<file path="config.mk">
export PLATFORM = sky130hd
export DESIGN_NAME = silu_div
export DESIGN_NICKNAME = d
export VERILOG_FILES = /design/src/rtl/silu_pkg.sv /design/src/rtl/silu_div.sv
export SDC_FILE = /design/constraint.sdc
export NUM_CORES = 2
export LEC_CHECK = 0
export ABC_CLOCK_PERIOD_IN_PS = 5000
export BUFFER_PORTS_ARGS = -buffer_cell sky130_fd_sc_hd__clkbuf_2
export CORE_ASPECT_RATIO = 0.75
export CORE_MARGIN = 3
export CORE_UTILIZATION = 50
export DETAILED_ROUTE_END_ITERATION = 10
export GPL_TIMING_DRIVEN = 0
export PLACE_DENSITY = 0.66
export SLEW_MARGIN = 5
export SYNTH_ARGS = -nofsm -noshare
export SYNTH_HDL_FRONTEND = slang
export SYNTH_SLANG_ARGS = --single-unit
</file>
<file path="constraint.sdc">
create_clock -name i_clk -period 5 [get_ports i_clk]
set_input_delay 0.5 -clock i_clk [delete_from_list [all_inputs] [get_ports i_clk]]
set_output_delay 0.5 -clock i_clk [all_outputs]
set_load 0.02 [all_outputs]
</file>
<file path="src/rtl/silu_pkg.sv">
package silu_pkg;

    // Field and datapath widths.
    localparam int SMP_W  = 16;          // Q4.12 sample and result
    localparam int FRAC_W = 12;          // fraction bits of Q4.12
    localparam int Q30_SH = 30;          // binary point of the Q2.30 datapath
    localparam int Q_W    = 31;          // unsigned Q2.30 value in 0 .. 1.0
    localparam int SUM_W  = 33;          // signed partial sum of the series
    localparam int DEN_W  = 32;          // 1.0 + exp(-t), up to 2.0
    localparam int NUM_W  = 47;          // dividend, below 2^46
    localparam int QUO_W  = 16;          // quotient magnitude
    localparam int REM_W  = 33;          // divider partial remainder
    localparam int TERMS  = 15;          // terms of the exp(-u) series
    localparam int RCP_W  = 32;          // reciprocal multiplier width

    localparam logic [63:0] ONE_Q30  = 64'd1 << Q30_SH;
    localparam logic [63:0] HALF_Q30 = 64'd1 << (Q30_SH - 1);

    // Exact division of a value below 2^31 by a small constant k:
    // q = (v * RECIP_M[k]) >> RECIP_S[k], with S = 31 + ceil(log2(k)) and
    // M = ceil(2^S / k). Entry zero is unused.
    localparam int RECIP_S [16] = '{
        0, 31, 32, 33, 33, 34, 34, 34, 34, 35, 35, 35, 35, 35, 35, 35
    };

    localparam logic [RCP_W-1:0] RECIP_M [16] = '{
        32'd0,
        32'(((64'd1 << 31) + 64'd0) / 64'd1),
        32'(((64'd1 << 32) + 64'd1) / 64'd2),
        32'(((64'd1 << 33) + 64'd2) / 64'd3),
        32'(((64'd1 << 33) + 64'd3) / 64'd4),
        32'(((64'd1 << 34) + 64'd4) / 64'd5),
        32'(((64'd1 << 34) + 64'd5) / 64'd6),
        32'(((64'd1 << 34) + 64'd6) / 64'd7),
        32'(((64'd1 << 34) + 64'd7) / 64'd8),
        32'(((64'd1 << 35) + 64'd8) / 64'd9),
        32'(((64'd1 << 35) + 64'd9) / 64'd10),
        32'(((64'd1 << 35) + 64'd10) / 64'd11),
        32'(((64'd1 << 35) + 64'd11) / 64'd12),
        32'(((64'd1 << 35) + 64'd12) / 64'd13),
        32'(((64'd1 << 35) + 64'd13) / 64'd14),
        32'(((64'd1 << 35) + 64'd14) / 64'd15)
    };

    // Truncated alternating series for exp(-u), u in Q2.30. Evaluated at
    // elaboration only.
    function automatic logic [63:0] expneg_q30(input logic [63:0] u);
        logic [63:0] term;
        logic [63:0] prod;
        longint      sum;
        term = ONE_Q30;
        sum  = longint'(ONE_Q30);
        for (int k = 1; k <= TERMS; k++) begin
            prod = (term * u) >> Q30_SH;
            term = (prod * 64'(RECIP_M[k])) >> RECIP_S[k];
            if ((k % 2) != 0) begin
                sum = sum - longint'(term);
            end else begin
                sum = sum + longint'(term);
            end
        end
        if (sum < 0) begin
            sum = 0;
        end
        return 64'(sum);
    endfunction

    localparam logic [63:0] E1_Q30 = expneg_q30(ONE_Q30);

    // exp(-1) raised to the n-th power with rounding after each step.
    function automatic logic [Q_W-1:0] p_pow(input int n);
        logic [63:0] p;
        p = ONE_Q30;
        for (int i = 0; i < 8; i++) begin
            if (i < n) begin
                p = (p * E1_Q30 + HALF_Q30) >> Q30_SH;
            end
        end
        return Q_W'(p);
    endfunction

    // Integer part of |x| selects exp(-n). Codes above eight never occur.
    localparam logic [Q_W-1:0] P_TAB [16] = '{
        p_pow(0), p_pow(1), p_pow(2), p_pow(3), p_pow(4),
        p_pow(5), p_pow(6), p_pow(7), p_pow(8),
        31'd0, 31'd0, 31'd0, 31'd0, 31'd0, 31'd0, 31'd0
    };

    typedef struct packed {
        logic signed [SMP_W-1:0] sample;
        logic                    last_in;
    } t_in;

    typedef struct packed {
        logic signed [SMP_W-1:0] result;
        logic                    last_out;
    } t_out;

    // Per-item data that rides along the pipeline.
    typedef struct packed {
        logic             neg;
        logic [SMP_W-1:0] mag;
        logic             last;
    } t_side;

endpackage

</file>
<file path="src/rtl/silu_div.sv">
module silu_div (
    input  logic                       i_clk,
    input  logic                       i_rst_n,
    input  logic                       i_en,
    input  logic                       i_valid,
    input  logic [silu_pkg::NUM_W-1:0] i_num,
    input  logic [silu_pkg::DEN_W-1:0] i_den,
    input  silu_pkg::t_side            i_side,
    output logic                       o_valid,
    output logic [silu_pkg::QUO_W-1:0] o_quo,
    output silu_pkg::t_side            o_side
);
    import silu_pkg::*;

    // Restoring division, one quotient bit per stage, most significant first.
    // The dividend is below den * 2^QUO_W, so its upper part starts below den.
    logic [QUO_W:1]       r_valid;
    logic [REM_W-1:0]     r_rem  [1:QUO_W];
    logic [QUO_W-1:0]     r_quo  [1:QUO_W];
    logic [NUM_W-1:0]     r_num  [1:QUO_W];
    logic [DEN_W-1:0]     r_den  [1:QUO_W];
    t_side                r_side [1:QUO_W];

    logic [REM_W-1:0]     rem_in [1:QUO_W];
    logic [QUO_W-1:0]     quo_in [1:QUO_W];
    logic [REM_W-1:0]     trial  [1:QUO_W];
    logic [DEN_W-1:0]     den_in [1:QUO_W];
    logic [NUM_W-1:0]     num_in [1:QUO_W];
    logic [QUO_W:1]       fits;
    logic [REM_W-1:0]     n_rem  [1:QUO_W];
    logic [QUO_W-1:0]     n_quo  [1:QUO_W];

    always_comb begin
        rem_in[1] = REM_W'(i_num >> QUO_W);
        quo_in[1] = '0;
        num_in[1] = i_num;
        den_in[1] = i_den;
        for (int s = 2; s <= QUO_W; s++) begin
            rem_in[s] = r_rem[s-1];
            quo_in[s] = r_quo[s-1];
            num_in[s] = r_num[s-1];
            den_in[s] = r_den[s-1];
        end
        for (int s = 1; s <= QUO_W; s++) begin
            trial[s]  = {rem_in[s][REM_W-2:0], num_in[s][QUO_W-s]};
            fits[s]   = trial[s] >= REM_W'(den_in[s]);
            n_rem[s]  = fits[s] ? (trial[s] - REM_W'(den_in[s])) : trial[s];
            n_quo[s]  = {quo_in[s][QUO_W-2:0], fits[s]};
        end
    end

    always_ff @(posedge i_clk) begin
        if (!i_rst_n) begin
            r_valid <= '0;
        end else if (i_en) begin
            r_valid <= {r_valid[QUO_W-1:1], i_valid};
        end
    end

    always_ff @(posedge i_clk) begin
        if (i_en) begin
            r_side[1] <= i_side;
            for (int s = 2; s <= QUO_W; s++) begin
                r_side[s] <= r_side[s-1];
            end
            for (int s = 1; s <= QUO_W; s++) begin
                r_rem[s] <= n_rem[s];
                r_quo[s] <= n_quo[s];
                r_num[s] <= num_in[s];
                r_den[s] <= den_in[s];
            end
        end
    end

    assign o_valid = r_valid[QUO_W];
    assign o_quo   = r_quo[QUO_W];
    assign o_side  = r_side[QUO_W];

endmodule

</file>
==> reports/results.ini <==
[routing]
routed_via_density = 5.64
wl_um = 189000
num_vias = 51061
drc = 0
drtIter0Drc = 4921
postRouteAntennaNets = 0
routedWlPerCell_um = 20.9
dr.pass1.iters = 5

[global_routing]
grt_pass1_vias = 48044
antenna_found_initial = 11
grt_overflow = 0
grt_max_degree = 121
grt_pass1_wl_um = 288000
grt_use_total_pct = 23.0

[synth]
synthMuxAreaShare_pct = 4.18
synth_adder_area_share_pct = 8.57
synth_top_area_share_pct = 57.7
syn-cell-area_um2 = 78300
yosysSeqAreaShare_pct = 58.1
yosysWarnings = 0
async_reset_ff_share_pct = 0
synth_fp_nets = 7044
ys_seq_elements = 1520
synth_top_family_by_area = compound AO/OA/AOI/OAI gates
synth_cells = 6416
synth_edf_count = 1504
synthXorXnorAreaFrac_pct = 4.64
synth_area_leaders = edfxtp_1 58%, ha_1 8.2%, mux2_2 3.3%
ys.flop_type = edfxtp_1
yosysUniqueCellTypes = 80
synthDominantAreaCellType = edfxtp_1
avgSynthCellArea_um2 = 12.2
yosysMostFrequentCell = edfxtp_1
synth-simple-area-share_pct = 7.66
synth_compound_area_share_pct = 12.8
synthTopCellsByCount = 1504 x edfxtp_1, 640 x inv_1, 512 x ha_1

[setup_path]
cp_max_fo = 10
worst-path-buf-inv = 3
crit_family = simple AND/OR/NAND/NOR gates
cp-start-kind = flop
r2r_start = r_rem[0][123]$_DFFE_PP_
path_cells = ha_1, clkbuf_1, nand4_1, nor2b_1, nand2_1, nor4_4, a211oi_1, o21ai_0, a211o_1, a21o_1, clkbuf_2, clkdlybuf4s15_2, a21oi_1
crit_slowest_cell = nor4_4
reg2reg_to = r_rem[0][155]$_DFFE_PP_
reg2regPathDepth = 13
end_kind = flop
crit_type = flop to flop
slowest_delay_ns = 0.71
rrSetupSlack_ns = -0.12
cp.arrival_ns = 5.63
cp.required_ns = 5.51

[timing]
maxSlewHeadroom_pct = 5.78
fin_crit_sh_pct = 102
clock_skew_ns = 0.0301
final.min_clock_period_ns = 5.12
fmax_mhz = 195
final.setup.tns_ns = -0.859
setup_ws_ns = -0.120
rsz0062_at_grt = no
final-max-slew-violation-count = 0
finalSetupViolCount = 14
hold_viol = 0
worstMarginPinSlew_ns = 1.40

[die]
die_x_um = 463
coreArea_um2 = 155000
die_height_um = 349
core.rowCount = 125
io_pins = 136
initial_utilization_pct = 50.5
dieArea_um2 = 161000

[place]
dpl.hpwl_um = 142000
place_congestion = 0.953
port_buffers = 135
post-place-cells = 8663
pre_cts_ws_ns = -0.546

[cells_and_area]
area_growth_pct = 12.9
layout-drive-gt1-share_pct = 10.4
fin_nets = 7449
fin_cells = 9047

[clocking]
cts_buffer_depth = 3
cts_tree = built
cts.sinks = 1520
h-tree-depth = 4
path_clk_slew_ns = 0.06
cts_made_buffers = 156
root_buffer = clkbuf_16
clk_latency_ns = 0.81

[power_and_ir_drop]
pwr-share-clk_pct = 21.4
p_switching_mw = 20.6
p_per_area_nw_per_um2 = 627
max-vdd-ir-drop_mv = 0.423
sw_frac_of_total_pct = 37.3
sequentialPowerShare_pct = 35.5
p_leak_nw = 35.6
p_int_mw = 34.8
comb_power_share_pct = 43.2

[min_path]
min_path_cells = 3
min-delay-start = i_num[17]
holdPathEnd = r_rem[0][35]$_DFFE_PP_
hold_path.class = input pin to flop

[outcome]
violations = setup timing
status = finished, violations left

[run]
maxCapViolCount = 0

==> power by group through the flow <==
stage	registers, mW	logic (mW)	clock network [mW]
2_1_floorplan	19.0	17.2	0
3_3_place_gp	20.6	22.9	0
3_5_place_dp	19.8	23.1	0
4_1_cts	19.6	23.5	12.2
5_1_grt	19.9	26.3	12.8
6_report	19.7	23.9	11.8
==> flip-flops by register name, summed over array words and instances, names as in the netlist <==
| signal | count |
|---|---|
| r_den | 480 |
| r_rem | 480 |
| r_quo | 136 |
| r_side | 288 |
| r_valid | 16 |
| r_num | 120 |
==> worst max-delay path by stage <==
stage | start | end | slack, ns | depth (start not counted)
3_5_place_dp | r_rem[0][124]$_DFFE_PP_ | r_rem[0][134]$_DFFE_PP_ | -0.55 | 13
5_1_grt | r_rem[0][123]$_DFFE_PP_ | r_rem[0][155]$_DFFE_PP_ | 0.006 | 13
2_1_floorplan | r_den[0][225]$_DFFE_PP_ | r_rem[0][290]$_DFFE_PP_ | 1.23 | 13
4_1_cts | r_rem[0][437]$_DFFE_PP_ | r_rem[0][493]$_DFFE_PP_ | 0.006 | 10
6_report | r_rem[0][123]$_DFFE_PP_ | r_rem[0][155]$_DFFE_PP_ | -0.12 | 13
3_3_place_gp | i_en | r_valid[6]$_SDFFE_PN0P_ | -22.70 | 5
==> logic make-up after synthesis <==
logic type / Yosys count
AND/OR/NAND/NOR: 1253
buffers and inverters: 823
multiplexers: 295
XOR/XNOR: 415
AO/OA/AOI/OAI: 1583
adder cells (fa/ha/maj): 527
flip-flops: 1520
==> what timing repair did <==
action                     in CTS  in global routing
hold endpoints to repair       98                  0
pin swaps                       1                  2
resized for setup              23                 32
setup endpoints to repair     251                226
hold buffers                   94                  0
buffers inserted                2                  1
==> layout make-up <==
cell class                      count  area [µm²]
Tap cell                         2095        2620
Inverter                          640        2400
Buffer                            181         811
Clock buffer                      181        4020
Fill cell                       12754       66800
Sequential cell                  1520       45500
Multi-Input combinational cell   4073       29800
Timing Repair Buffer              249        2070
Antenna cell                        4        10.0
Clock inverter                    104        1180
==> placed cells by master, fill, tap and decap left out, types with 63 or more instances in the layout <==
master | Yosys | final
edfxtp_1 | 1504 | 1504
inv_1 | 640 | 640
ha_1 | 512 | 512
a21oi_1 | 468 | 467
nand2_1 | 378 | 378
o21ai_0 | 359 | 355
nor2_1 | 308 | 308
a21o_1 | 283 | 283
xnor2_1 | 258 | 258
mux2_2 | 227 | 227
xor2_1 | 157 | 157
clkbuf_16 | 0 | 156
clkbuf_1 | 143 | 154
clkbuf_2 | 0 | 143
nand3_1 | 99 | 99
nor2b_1 | 98 | 98
dlygate4sd3_1 | 0 | 94
nand4_1 | 79 | 79
o21a_1 | 64 | 64
o21bai_1 | 63 | 63
==> stage by stage <==
step / instance area (µm²) / hold slack, ns / utilization, % / power, mW
3_3_place_gp: 81600 / 0.400 / 52.6 / 43.4
3_5_place_dp: 82000 / 0.405 / 52.9 / 42.9
4_1_cts: 88300 / 0.00460 / 56.9 / 55.3
6_report: 88400 / 0.0764 / 57.0 / 55.4
2_1_floorplan: 78300 / 0.400 / - / 36.2
5_1_grt: 88400 / 0.0386 / 57.0 / 58.9
==> worst min-delay path, delay by kind of cell <==
| kind | cells | cell delay [ns] |
|---|---|---|
| buffers and inverters | 1 | 0.09 |
| AND/OR/NAND/NOR | 1 | 0.05 |
| AO/OA/AOI/OAI | 1 | 0.09 |
==> per-layer routing <==
| metal | up-vias | track usage, % | routed length [µm] |
|---|---|---|---|
| li1 | 24484 | - | - |
| met1 | 24717 | 37.5 | 96700 |
| met2 | 1654 | 29.6 | 70800 |
| met3 | 202 | 7.02 | 18200 |
| met4 | 4 | 4.65 | 3120 |
| met5 | - | 0 | 27 |
No activity file was read; power rests on OpenSTA's default activity.
