===== src/rtl/silu_pkg.sv =====
package silu_pkg;

    // Field and datapath widths.
    localparam int SMP_W  = 16;          // Q4.12 sample and result
    localparam int FRAC_W = 12;          // fraction bits of Q4.12
    localparam int Q30_SH = 30;          // binary point of the Q2.30 datapath
    localparam int Q_W    = 31;          // unsigned Q2.30 value in 0 .. 1.0
    localparam int SUM_W  = 33;          // signed partial sum of the series
    localparam int DEN_W  = 32;          // 1.0 + exp(-t), up to 2.0
    localparam int NUM_W  = 47;          // dividend, below 2^46
    localparam int QUO_W  = 16;          // quotient magnitude
    localparam int REM_W  = 33;          // divider partial remainder
    localparam int TERMS  = 15;          // terms of the exp(-u) series
    localparam int RCP_W  = 32;          // reciprocal multiplier width

    localparam logic [63:0] ONE_Q30  = 64'd1 << Q30_SH;
    localparam logic [63:0] HALF_Q30 = 64'd1 << (Q30_SH - 1);

    // Exact division of a value below 2^31 by a small constant k:
    // q = (v * RECIP_M[k]) >> RECIP_S[k], with S = 31 + ceil(log2(k)) and
    // M = ceil(2^S / k). Entry zero is unused.
    localparam int RECIP_S [16] = '{
        0, 31, 32, 33, 33, 34, 34, 34, 34, 35, 35, 35, 35, 35, 35, 35
    };

    localparam logic [RCP_W-1:0] RECIP_M [16] = '{
        32'd0,
        32'(((64'd1 << 31) + 64'd0) / 64'd1),
        32'(((64'd1 << 32) + 64'd1) / 64'd2),
        32'(((64'd1 << 33) + 64'd2) / 64'd3),
        32'(((64'd1 << 33) + 64'd3) / 64'd4),
        32'(((64'd1 << 34) + 64'd4) / 64'd5),
        32'(((64'd1 << 34) + 64'd5) / 64'd6),
        32'(((64'd1 << 34) + 64'd6) / 64'd7),
        32'(((64'd1 << 34) + 64'd7) / 64'd8),
        32'(((64'd1 << 35) + 64'd8) / 64'd9),
        32'(((64'd1 << 35) + 64'd9) / 64'd10),
        32'(((64'd1 << 35) + 64'd10) / 64'd11),
        32'(((64'd1 << 35) + 64'd11) / 64'd12),
        32'(((64'd1 << 35) + 64'd12) / 64'd13),
        32'(((64'd1 << 35) + 64'd13) / 64'd14),
        32'(((64'd1 << 35) + 64'd14) / 64'd15)
    };

    // Truncated alternating series for exp(-u), u in Q2.30. Evaluated at
    // elaboration only.
    function automatic logic [63:0] expneg_q30(input logic [63:0] u);
        logic [63:0] term;
        logic [63:0] prod;
        longint      sum;
        term = ONE_Q30;
        sum  = longint'(ONE_Q30);
        for (int k = 1; k <= TERMS; k++) begin
            prod = (term * u) >> Q30_SH;
            term = (prod * 64'(RECIP_M[k])) >> RECIP_S[k];
            if ((k % 2) != 0) begin
                sum = sum - longint'(term);
            end else begin
                sum = sum + longint'(term);
            end
        end
        if (sum < 0) begin
            sum = 0;
        end
        return 64'(sum);
    endfunction

    localparam logic [63:0] E1_Q30 = expneg_q30(ONE_Q30);

    // exp(-1) raised to the n-th power with rounding after each step.
    function automatic logic [Q_W-1:0] p_pow(input int n);
        logic [63:0] p;
        p = ONE_Q30;
        for (int i = 0; i < 8; i++) begin
            if (i < n) begin
                p = (p * E1_Q30 + HALF_Q30) >> Q30_SH;
            end
        end
        return Q_W'(p);
    endfunction

    // Integer part of |x| selects exp(-n). Codes above eight never occur.
    localparam logic [Q_W-1:0] P_TAB [16] = '{
        p_pow(0), p_pow(1), p_pow(2), p_pow(3), p_pow(4),
        p_pow(5), p_pow(6), p_pow(7), p_pow(8),
        31'd0, 31'd0, 31'd0, 31'd0, 31'd0, 31'd0, 31'd0
    };

    typedef struct packed {
        logic signed [SMP_W-1:0] sample;
        logic                    last_in;
    } t_in;

    typedef struct packed {
        logic signed [SMP_W-1:0] result;
        logic                    last_out;
    } t_out;

    // Per-item data that rides along the pipeline.
    typedef struct packed {
        logic             neg;
        logic [SMP_W-1:0] mag;
        logic             last;
    } t_side;

endpackage


===== src/rtl/silu_skid.sv =====
module silu_skid (
    input  logic           i_clk,
    input  logic           i_rst_n,
    input  logic           i_valid,
    input  silu_pkg::t_out i_data,
    output logic           o_ready,
    output logic           o_valid,
    output silu_pkg::t_out o_data,
    input  logic           i_ready
);
    import silu_pkg::*;

    logic r_out_valid;
    logic r_skid_valid;
    t_out r_out;
    t_out r_skid;
    logic out_free;
    logic take;

    // Ready upstream depends only on the spare register, so the pipeline
    // enable is a flop output.
    assign o_ready  = ~r_skid_valid;
    assign out_free = ~r_out_valid | i_ready;
    assign take     = i_valid & ~r_skid_valid;

    always_ff @(posedge i_clk) begin
        if (!i_rst_n) begin
            r_out_valid  <= 1'b0;
            r_skid_valid <= 1'b0;
        end else if (out_free) begin
            r_out_valid  <= r_skid_valid | take;
            r_skid_valid <= 1'b0;
        end else if (take) begin
            r_skid_valid <= 1'b1;
        end
    end

    always_ff @(posedge i_clk) begin
        if (out_free) begin
            r_out <= r_skid_valid ? r_skid : i_data;
        end else if (take) begin
            r_skid <= i_data;
        end
    end

    assign o_valid = r_out_valid;
    assign o_data  = r_out;

endmodule


===== config.mk =====
export PLATFORM = sky130hd
export DESIGN_NAME = silu_skid
export DESIGN_NICKNAME = d
export VERILOG_FILES = /design/src/rtl/silu_pkg.sv /design/src/rtl/silu_skid.sv
export SDC_FILE = /design/constraint.sdc
export NUM_CORES = 1
export LEC_CHECK = 0
export ABC_CLOCK_PERIOD_IN_PS = 4700
export BUFFER_PORTS_ARGS = -buffer_cell sky130_fd_sc_hd__buf_2
export CAP_MARGIN = 10
export CELL_PAD_IN_SITES_DETAIL_PLACEMENT = 2
export CELL_PAD_IN_SITES_GLOBAL_PLACEMENT = 2
export CORE_MARGIN = 1.5
export CORE_UTILIZATION = 39
export CTS_CLUSTER_DIAMETER = 60
export CTS_CLUSTER_SIZE = 20
export DETAILED_ROUTE_END_ITERATION = 7
export PLACE_DENSITY = 0.89
export SLEW_MARGIN = 20
export SYNTH_ARGS = -nofsm -noshare
export SYNTH_HDL_FRONTEND = slang
export SYNTH_SLANG_ARGS = --single-unit

===== constraint.sdc =====
create_clock -name i_clk -period 4.7 [get_ports i_clk]
set_clock_uncertainty 0.15 [all_clocks]
set_input_delay 0.94 -clock i_clk [delete_from_list [all_inputs] [get_ports i_clk]]
set_output_delay 0.94 -clock i_clk [all_outputs]
set_load 0.02 [all_outputs]

==> results.md, run 1 <==
* Register share of total power at a little under two thirds
* Post-synthesis cell type count at 10
* Number of global-route vias before repair at between 800 and 900
* Crit end category: output port
* Pleak at approximately 0.00066 µW
* Die height at 62.54 µm
* Mapped Area at between 1000 and 1500 µm²
* Vias/cell at approximately 4.7
* Final min period at between 2 and 2.5 ns
* Reg2Reg Depth at 3
* Final ANT Viol Nets at 0
* Logic pwr share at a little over a tenth
* Power per cell area at around 350 nW/µm²
* Post-Syn Area per Cell at 22.67 µm²
* Largest net degree at the start of global routing at 21
* Slew Limit Fails at 0
* Initial antenna violation count at 0
* Hold Path Depth at 1
* Clk slew on worst S/H paths at 0.11 ns
* Die ar. at ~3900 µm²
* Sw Ratio at between 20% and 30%
* Part of the Yosys area used for sequential elements at 76.74%
* Post-synthesis cell count at between 60 and 70
* Top Ports at 40
* # rows at 21
* RSZ-0062 raised after global routing: no
* Hold Violations, Final at 0
* Total Wirelength at 2.784 mm
* Outcome: completed
* Setup WS pre-CTS at between 1.5 and 2 ns
* Ant. Diodes at 0
* CP startpoint kind: flip-flop
* Period utilization at between 50% and 60%
* Max Buffers Root-to-Sink at 2
* Final setup margin at 2.204 ns
* DP Cell Count at 145
* Root Buffer: clkbuf_4
* Remaining DRCs at 0
* Setup Buffers After CTS at 0
* Setup violators final at 0
* Post-DP HPWL at between 2 and 2.5 mm
* Number of gates resized after CTS at 0
* Max Freq at about 400 MHz
* Share of cells above drive strength 1 at 62.26%
* Cell Int Power at ~450 µW
* # Max-Cap Violations at 0
* Core Region at 3363 µm²
* Crit Path Class: flip-flop to output port
* CTS buffer count at 5
* Worst vdd ir at around 180 µV
* Syn nets at ~80
* Total number of vias at ~710
* Synth warn at 0
* Routed WL per cell at roughly 18 µm
* Port buffer count at 39
* Leading area contributor after synthesis: edfxtp_1
* Pre-Repair DR Iteration Count at 4
* Die width at ~63 µm
* Crit-path max FO at 20
* Slew @ Worst Pin at between 0.8 and 0.9 ns
* Global Route Usage Sum at roughly 16%
* CTS Sinks at 36
* Post-Layout Cell Count at between 150 and 200
* Total grt overflow at 0
* Synth area leaders: edfxtp_1 (74%), mux2_4 (18%), dfxtp_1 (2.9%)
* H-tree depth at 2
* Clk Latency, worst-skew pair at approximately 0.34 ns
* Hold buffer count at CTS at 0
* Layout Nets at between 100 and 150
* Clock power frac at about 26%
* Final Wtd Congestion at 0.5853
* Hold Crit Class: flip-flop to flip-flop
* Relative slew margins at 45.18%
* First-pass GRT wire length at roughly 4.6 mm
* Number of DRC markers in iteration 0 at 8
* CTS tree: yes
* Yosys top cell area share at between 70% and 80%
* Initial Util at 41.11%
* Switching power at ~140 µW
* Area Growth Syn to Fin at 21.36%
* Worst Path Arrival at ~1.4 ns
* TNS Setup at 0 ns
* Min Hold Slack at around 0.4 ns
* Data required time of the worst path at about 3.6 ns
* #FFs+latches synth at 36
==> path summary, 6_finish.rpt <==
kind	slack, ns	from	to
worst min-delay path	0.40	r_skid[2]	o_data[2]
worst max register to register	2.82	o_valid	r_skid[15]
worst max-delay path	2.20	r_skid_valid	o_ready
worst min register to register	0.40	r_skid[2]	o_data[2]
==> layout make-up <==
type	instances	area, µm²
tap	46	57.56
inverter	1	3.754
fill	333	1685
sequential	36	1062
timing repair buffer	40	202.7
clock buffer	5	37.54
multi-input combinational	22	306.5
clock inverter	2	7.507
==> synthesized netlist by cell type <==
master,number
nor3b_2,1
nor3b_1,1
edfxtp_1,34
a21boi_1,1
dfxtp_1,2
nor2_2,1
nand2b_1,1
mux2_4,17
inv_1,1
buf_6,2
==> stage by stage <==
stage	util (%)	total power, µW	area (µm²)
2_1_floorplan	-	416.8	1383
4_1_cts	49.89	596.4	1678
5_1_grt	49.89	610.9	1678
3_5_place_dp	48.55	445.7	1633
3_3_place_gp	48.33	440.4	1625
6_report	49.89	586.5	1678
==> worst max-delay path, stage by stage, from the launching register on <==
cell and delay [ns]:
dfxtp_2 0.79, inv_1 0.10, buf_2 0.19
==> cell usage in the layout (no fill, tap or decap) <==
cell and instances:
nor3b_2 1, nor2_2 1, edfxtp_1 34, a21boi_1 1, dfxtp_1 1, clkinv_1 2, buf_2 39, nor3b_4 1
clkbuf_4 5, mux2_4 17, nand2b_1 1, dfxtp_2 1, inv_1 1, buf_4 1
==> power groups by stage <==
stage	combinational [µW]	sequential, µW	clock [µW]
2_1_floorplan	20.8	396	0
3_3_place_gp	59.3	381	0
3_5_place_dp	63.1	383	0
4_1_cts	63.1	376	158
5_1_grt	66.4	377	167
6_report	61.8	375	150
==> flip-flops by register name, summed over array words and instances (netlist names) <==
| signal | count |
|---|---|
| o_data | 17 |
| o_valid | 1 |
| r_skid | 17 |
| r_skid_valid | 1 |
==> logic make-up after synthesis <==
group           after synthesis  synth area share (%)
compound gates                1                0.5432
buf+inv                       3                 1.900
flops                        36                 76.74
mux                          17                 18.46
simple gates                  4                 2.354
==> per-layer routing <==
layer | track usage [%] | up-vias | wire (µm)
li1 | - | 322 | -
met1 | 18.07 | 354 | 1097
met2 | 28.36 | 26 | 1503
met3 | 5.946 | 5 | 127
met4 | 7.500 | 0 | 55
met5 | 0 | - | 0
No activity file was read; power rests on OpenSTA's default activity.
==> inputs of run 2 (changes only) <==
Settings changed: ABC_CLOCK_PERIOD_IN_PS 4700 to 2200, CORE_UTILIZATION 39 to 33, PLACE_DENSITY 0.89 to 0.81.
Clock period 4.7 ns to 2.2 ns, I/O delays scaled along.
==> run 2 against run 1 <==
Wire length down 4.8%; clock-buffer cell count unchanged; cell count up 5.3%; die area up 17%; first-iteration DRC count up 88%; sequential share of layout area down 3.8 points; register-to-register slack worse by 2.1 ns; core utilization down 5.3 points; critical path type unchanged; critical path depth unchanged; clock power rose to 3.8 times the previous value; flip-flop and latch count unchanged.
==> results.md, run 2 (synthesized netlist as in run 1, its figures left out) <==
* Ant. Diodes at 0
* H-tree depth at 2
* # fillers at 380
* Pleak at roughly 0.0007 µW
* Clk slew on worst S/H paths at about 0.07 ns
* Logic pwr share at a little under a tenth
* First-pass GRT wire length at a little under 4 mm
* TNS Setup at 0 ns
* Die height at 67.73 µm
* Data required time of the worst path at ~1.6 ns
* Total grt overflow at 0
* Hold buffer count at CTS at 0
* Sw Ratio at between 20% and 30%
* Cell Int Power at 1185 µW
* Final ANT Viol Nets at 0
* Most frequent cells in the layout: buf_2 (39), edfxtp_1 (34), mux2_4 (17)
* Register area at between 1000 and 1500 µm²
* Setup violators final at 0
* Setup Buffers After CTS at 0
* Crit-path max FO at 4
* Final min period at 1.564 ns
* Worst vdd ir at roughly 310 µV
* Top layer in use: met4
* Number of global-route vias before repair at ~800
* DP Cell Count at around 150
* Remaining DRCs at 0
* RSZ-0062 raised after global routing: no
* Largest stage delay on the critical path at between 0.4 and 0.5 ns
* Clk Latency, worst-skew pair at 0.29 ns
* # Max-Cap Violations at 0
* Core Region at 4000 µm²
* Area Growth Syn to Fin at 28.96%
* Global Route Usage Sum at 12.60%
* M1 WL at ~1.0 mm
* Initial antenna violation count at 0
* Max Buffers Root-to-Sink at 2
* CTS buffer count at 5
* CTS tree: yes
* Routed wl met3 at between 100 and 150 µm
* Area of the multi-input gates at about 310 µm²
* Metal2 WL at 1.433 mm
* CP startpoint kind: flip-flop
* Initial Util at around a third
* Top Ports at 40
* Total number of vias at about 730
* Number of DRC markers in iteration 0 at 15
* Hold Path Depth at 1
* Vias/cell at roughly 4.6
* Pre-Repair DR Iteration Count at 2
* Reg2Reg Depth at 3
* Number of gates resized after CTS at 0
* CP max stage cell: dfxtp_1
* Register share of total power at 52.9%
* # rows at 23
* R2R setup slack at 0.74 ns
* Switching power at ~320 µW
* Worst Path Arrival at around 0.97 ns
* Max Freq at 639.3 MHz
* Slew Limit Fails at 0
* CTS Sinks at 36
* Routed WL per cell at around 17 µm
* Die width at roughly 68 µm
* Clock power frac at ~38%
* Share of cells above drive strength 1 at between 60% and 70%
* Total Wirelength at 2.650 mm
* Min-Delay Endpoint: r_skid[0]
* Die ar. at roughly 4600 µm²
* Hold Crit Class: input port to flip-flop
* Worst Hold Launch: i_data[0]
* Crit Path Class: flip-flop to output port
* Crit end category: output port
* Port buffer count at 39
* R2R Path End: r_skid[13]
* Layout Nets at 130
* Relative slew margins at between 80% and 90%
* Cells along the critical path: inv_1 > buf_2
* Root Buffer: clkbuf_8
* Largest net degree at the start of global routing at 20
* Final Wtd Congestion at 0.6344
* Outcome: completed
* Period utilization at 71.10%
* Post-Layout Cell Count at 160
* Commonest non-fill, non-tap cell in the layout: buf_2
* Reg2reg start: r_skid_valid
* Hold Violations, Final at 0
* Power per cell area at approximately 850 nW/µm²
* Slew @ Worst Pin at around 0.27 ns
[run 2: cell count changes in the layout (fill, tap and decap cells not counted), sizes merged]
cell,delta
buf,+3
clkinv,-1
bufinv,+1
clkinvlp,+1
[run 2: cell type report]
cell class                 count  share of cell area, %
sequential                    36                  59.51
clock inverter                 3                  2.386
tap                           50                  3.509
inverter                       1                 0.2105
timing repair buffer          43                  13.33
multi-input combinational     22                  17.19
clock buffer                   5                  3.860
[run 2: power by group through the flow]
stage / combinational [µW] / sequential (µW) / clock [µW]
finish: 138 / 797 / 572
floorplan: 46.2 / 846 / 0
detailed placement: 140 / 813 / 0
CTS: 140 / 798 / 585
global route: 147 / 800 / 611
global placement: 134 / 811 / 0
[run 2: worst max path at each step]
stage,from,end,slack [ns],cells after the start
after floorplan,i_ready,r_skid[0],0.08,2
after global placement,i_ready,r_skid[11],0.63,4
after detailed placement,i_ready,r_skid[13],0.51,4
after CTS,r_skid_valid,o_ready,0.62,2
after global routing,r_skid_valid,o_ready,0.57,2
final,r_skid_valid,o_ready,0.64,2
[run 2: worst max-delay path: cells and delay by family, from the launching register on]
kind                   cells  cell delay (ns)
buffers and inverters      2             0.22
flip-flops                 1             0.47
[run 2: metrics by stage]
step           total power, µW  setup WS, ns  instance area [µm²]  utilization (%)  hold WS, ns
2_1_floorplan            892.0       0.07735                 1394                -       0.3768
3_3_place_gp             945.7        0.6282                 1672            41.79       0.3815
3_5_place_dp             952.5        0.5141                 1672            41.79       0.3845
4_1_cts                   1523        0.6156                 1783            44.57       0.1840
5_1_grt                   1558        0.5743                 1783            44.57       0.1828
6_report                  1507        0.6358                 1783            44.57       0.1942
[run 2: routing by layer]
layer | global-route usage, % | vias to the layer above
li1 | - | 333
met1 | 13.01 | 361
met2 | 21.94 | 28
met3 | 4.167 | 6
met4 | 7.653 | 0
met5 | 0 | -
==> inputs of run 3 (changes only) <==
Settings changed: ABC_AREA from default to 1, ABC_CLOCK_PERIOD_IN_PS 2200 to 1550, CORE_UTILIZATION 33 to 32, PLACE_DENSITY 0.81 to 0.83.
Clock period 2.2 ns to 1.55 ns, I/O delays scaled along.
==> run 3 against run 2 <==
Core utilization fell by 2.3 points; clock power is 12% higher; worst setup slack got worse by 0.57 ns; non-clock buffer count up 1; register-to-register slack worse by 0.44 ns; die area about the same; clock-buffer cell count is 2 higher; combinational power is 40% higher; largest cell class unchanged; largest power group unchanged.
==> results.md, run 3 <==
* Period utilization at roughly 96%
* Leading area contributor after synthesis: edfxtp_1
* Most common library cells after synthesis: nand2_1 (53), edfxtp_1 (34), nor2_1 (3)
* Slew @ Worst Pin at roughly 0.23 ns
* CTS buffer count at 5
* Pleak at 0.0007445 µW
* H-tree depth at 2
* Clk Latency, worst-skew pair at around 0.29 ns
* Data required time of the worst path at between 1 and 1.5 ns
* #FFs+latches synth at 36
* Worst Path Arrival at ~1.0 ns
* Final Wtd Congestion at between 0.7 and 0.8
* Share of cells above drive strength 1 at a little over a third
* Part of the Yosys area used for sequential elements at 79.18%
* Final min period at between 1 and 1.5 ns
* Crit-path max FO at 18
* Outcome: completed
* Hold Crit Class: input port to flip-flop
* Delay-heaviest family, CP: buffers and inverters
* Max Freq at about 670 MHz
* CP startpoint: r_skid_valid
* CTS Sinks at 36
* Total power at just under 2000 µW
* Top Ports at 40
* Top layer in use: met4
* CTS tree: yes
* Commonest non-fill, non-tap cell in the layout: nand2_1
* Initial antenna violation count at 0
* Mapped Area at between 1000 and 1500 µm²
* Crit Path Class: flip-flop to output port
* Pre-Repair DR Iteration Count at 4
* CP startpoint kind: flip-flop
* Syn nets at 121
* Routed WL per cell at approximately 15 µm
* R2R setup slack at around 0.3 ns
* Area Growth Syn to Fin at 26.24%
* Reg2reg start: r_skid_valid
* TNS Setup at 0 ns
* Design area at roughly 1700 µm²
* Most frequent cell after synthesis: nand2_1
* RSZ-0062 raised after global routing: no
* Vias/cell at approximately 4.4
* M1 WL at between 1 and 1.5 mm
* CP max stage cell: dfxtp_1
* Crit end category: output port
* R2R Path End: r_skid[7]
* Synth Flop Type: edfxtp_1
* Remaining DRCs at 0
* Ys async rst share at 0%
* Post-synthesis cell count at 100
* Die width at ~68 µm
* Initial Util at 33.50%
* Post-synthesis cell type count at 12
* Synth area leaders: edfxtp_1 (76%), nand2_1 (15%), dfxtp_1 (3.0%)
* # fillers at 416
* Root Buffer: clkbuf_8
* Placed instance area at 1605 µm²
* Yosys top cell area share at 76.19%
* CP Buf/Inv Count at 3
* Max Buffers Root-to-Sink at 2
* Final ANT Viol Nets at 0
* Ant. Diodes at 0
* Port buffer count at 39
* Number of DRC markers in iteration 0 at 17
* # rows at 23
* Number of global-route vias before repair at 973
* Total Wirelength at between 2 and 3 mm
* Cells along the critical path: inv_2 > buf_6 > buf_4
* Post-DP HPWL at 2.148 mm
* Power per cell area at between 1000 and 1500 nW/µm²
* Total grt overflow at 0
* Post-Syn Area per Cell at roughly 13 µm²
* Min Hold Slack at around 0.063 ns
* Largest stage delay on the critical path at ~0.36 ns
* Worst vdd ir at ~370 µV
* Reg2Reg Depth at 4
* Setup violators final at 0
* EDFF count, synth at 34
* Layout Nets at roughly 170
* Die ar. at roughly 4600 µm²
* Slew Limit Fails at 0
* # Max-Cap Violations at 0
* Clk slew on worst S/H paths at 0.07 ns
* Die height at 67.71 µm
* Largest net degree at the start of global routing at 20
* Worst setup path end: o_ready
* Global Route Usage Sum at between 10% and 20%
* Metal2 WL at approximately 1.5 mm
* Core Region at 4000 µm²
* First-pass GRT wire length at 4.719 mm
* Synth warn at 0
* Total number of vias at roughly 880
* Critical Path Stages at 3
* Most frequent cells in the layout: nand2_1 (52), buf_2 (38), edfxtp_1 (34)
* Routed wl met3 at approximately 220 µm
* Hold Violations, Final at 0
* Relative slew margins at 84.82%
[run 3: cell types whose count changed after synthesis, sizes merged]
| cell | before | now |
|---|---|---|
| a21boi | 1 | 0 |
| clkbuf | 0 | 1 |
| inv | 1 | 2 |
| mux2 | 17 | 0 |
| nand2 | 0 | 54 |
| nand2b | 1 | 0 |
| nand3 | 0 | 1 |
| nor2 | 1 | 3 |
| nor3b | 2 | 0 |
| o21ai | 0 | 1 |
[run 3: layout make-up]
| type | instances | area, µm² | area share, % |
|---|---|---|---|
| Multi-Input combinational cell | 59 | 241.5 | 14.28 |
| Clock buffer | 7 | 76.32 | 4.512 |
| Tap cell | 50 | 62.56 | 3.698 |
| Inverter | 2 | 7.507 | 0.4438 |
| Sequential cell | 36 | 1061 | 62.72 |
| Timing Repair Buffer | 44 | 239.0 | 14.13 |
| Clock inverter | 1 | 3.754 | 0.2219 |
[run 3: metrics by stage]
step                      std cells  util, %  setup WS (ns)
after floorplan                 100        -        0.04563
after global placement          191    40.13         0.2630
after detailed placement        191    40.13         0.2086
after global routing            199    42.29       0.007977
final                           199    42.29        0.06197
after CTS                       199    42.23        0.01441
[run 3: cell families after synthesis]
logic type             Yosys count  synth area share [%]
flip-flops                      36                 79.18
AO/OA/AOI/OAI                    1                0.3731
AND/OR/NAND/NOR                 58                 16.53
buffers and inverters            5                 3.921
[run 3: worst register-to-register path: stages (launching register included)]
cell     delay, ns
dfxtp_1       0.33
inv_2         0.07
nand2_1       0.08
nor2_4        0.12
buf_4         0.20
[run 3: worst min-delay path by stage]
stage | slack (ns) | startpoint | depth (start not counted) | to
global route | 0.05 | i_data[15] | 1 | r_skid[15]
detailed placement | 0.36 | i_data[15] | 1 | r_skid[15]
finish | 0.06 | i_data[15] | 1 | r_skid[15]
global placement | 0.35 | r_skid[1] | 2 | o_data[1]
CTS | 0.05 | i_data[15] | 1 | r_skid[15]
floorplan | 0.26 | i_data[0] | 0 | r_skid[0]
[run 3: layer usage]
layer	up-vias	GRT usage, %
li1	426	-
met1	412	16.04
met2	35	26.72
met3	5	6.167
met4	0	6.122
met5	-	0
[run 3: repair_timing]
| action | 4_1_cts | 5_1_grt |
|---|---|---|
| buffers inserted | 0 | 0 |
| hold buffers | 0 | 0 |
| resized for setup | 1 | 1 |
| pin swaps | 0 | 0 |
| endpoints found under the setup margin | 1 | 1 |
[run 3: power by group]
group,leakage (µW),switching (µW),internal (µW)
combinational,0.000357,127,66.2
sequential,0.000348,15.6,1120
clock,0.0000399,329,313
total,0.000744,472,1500
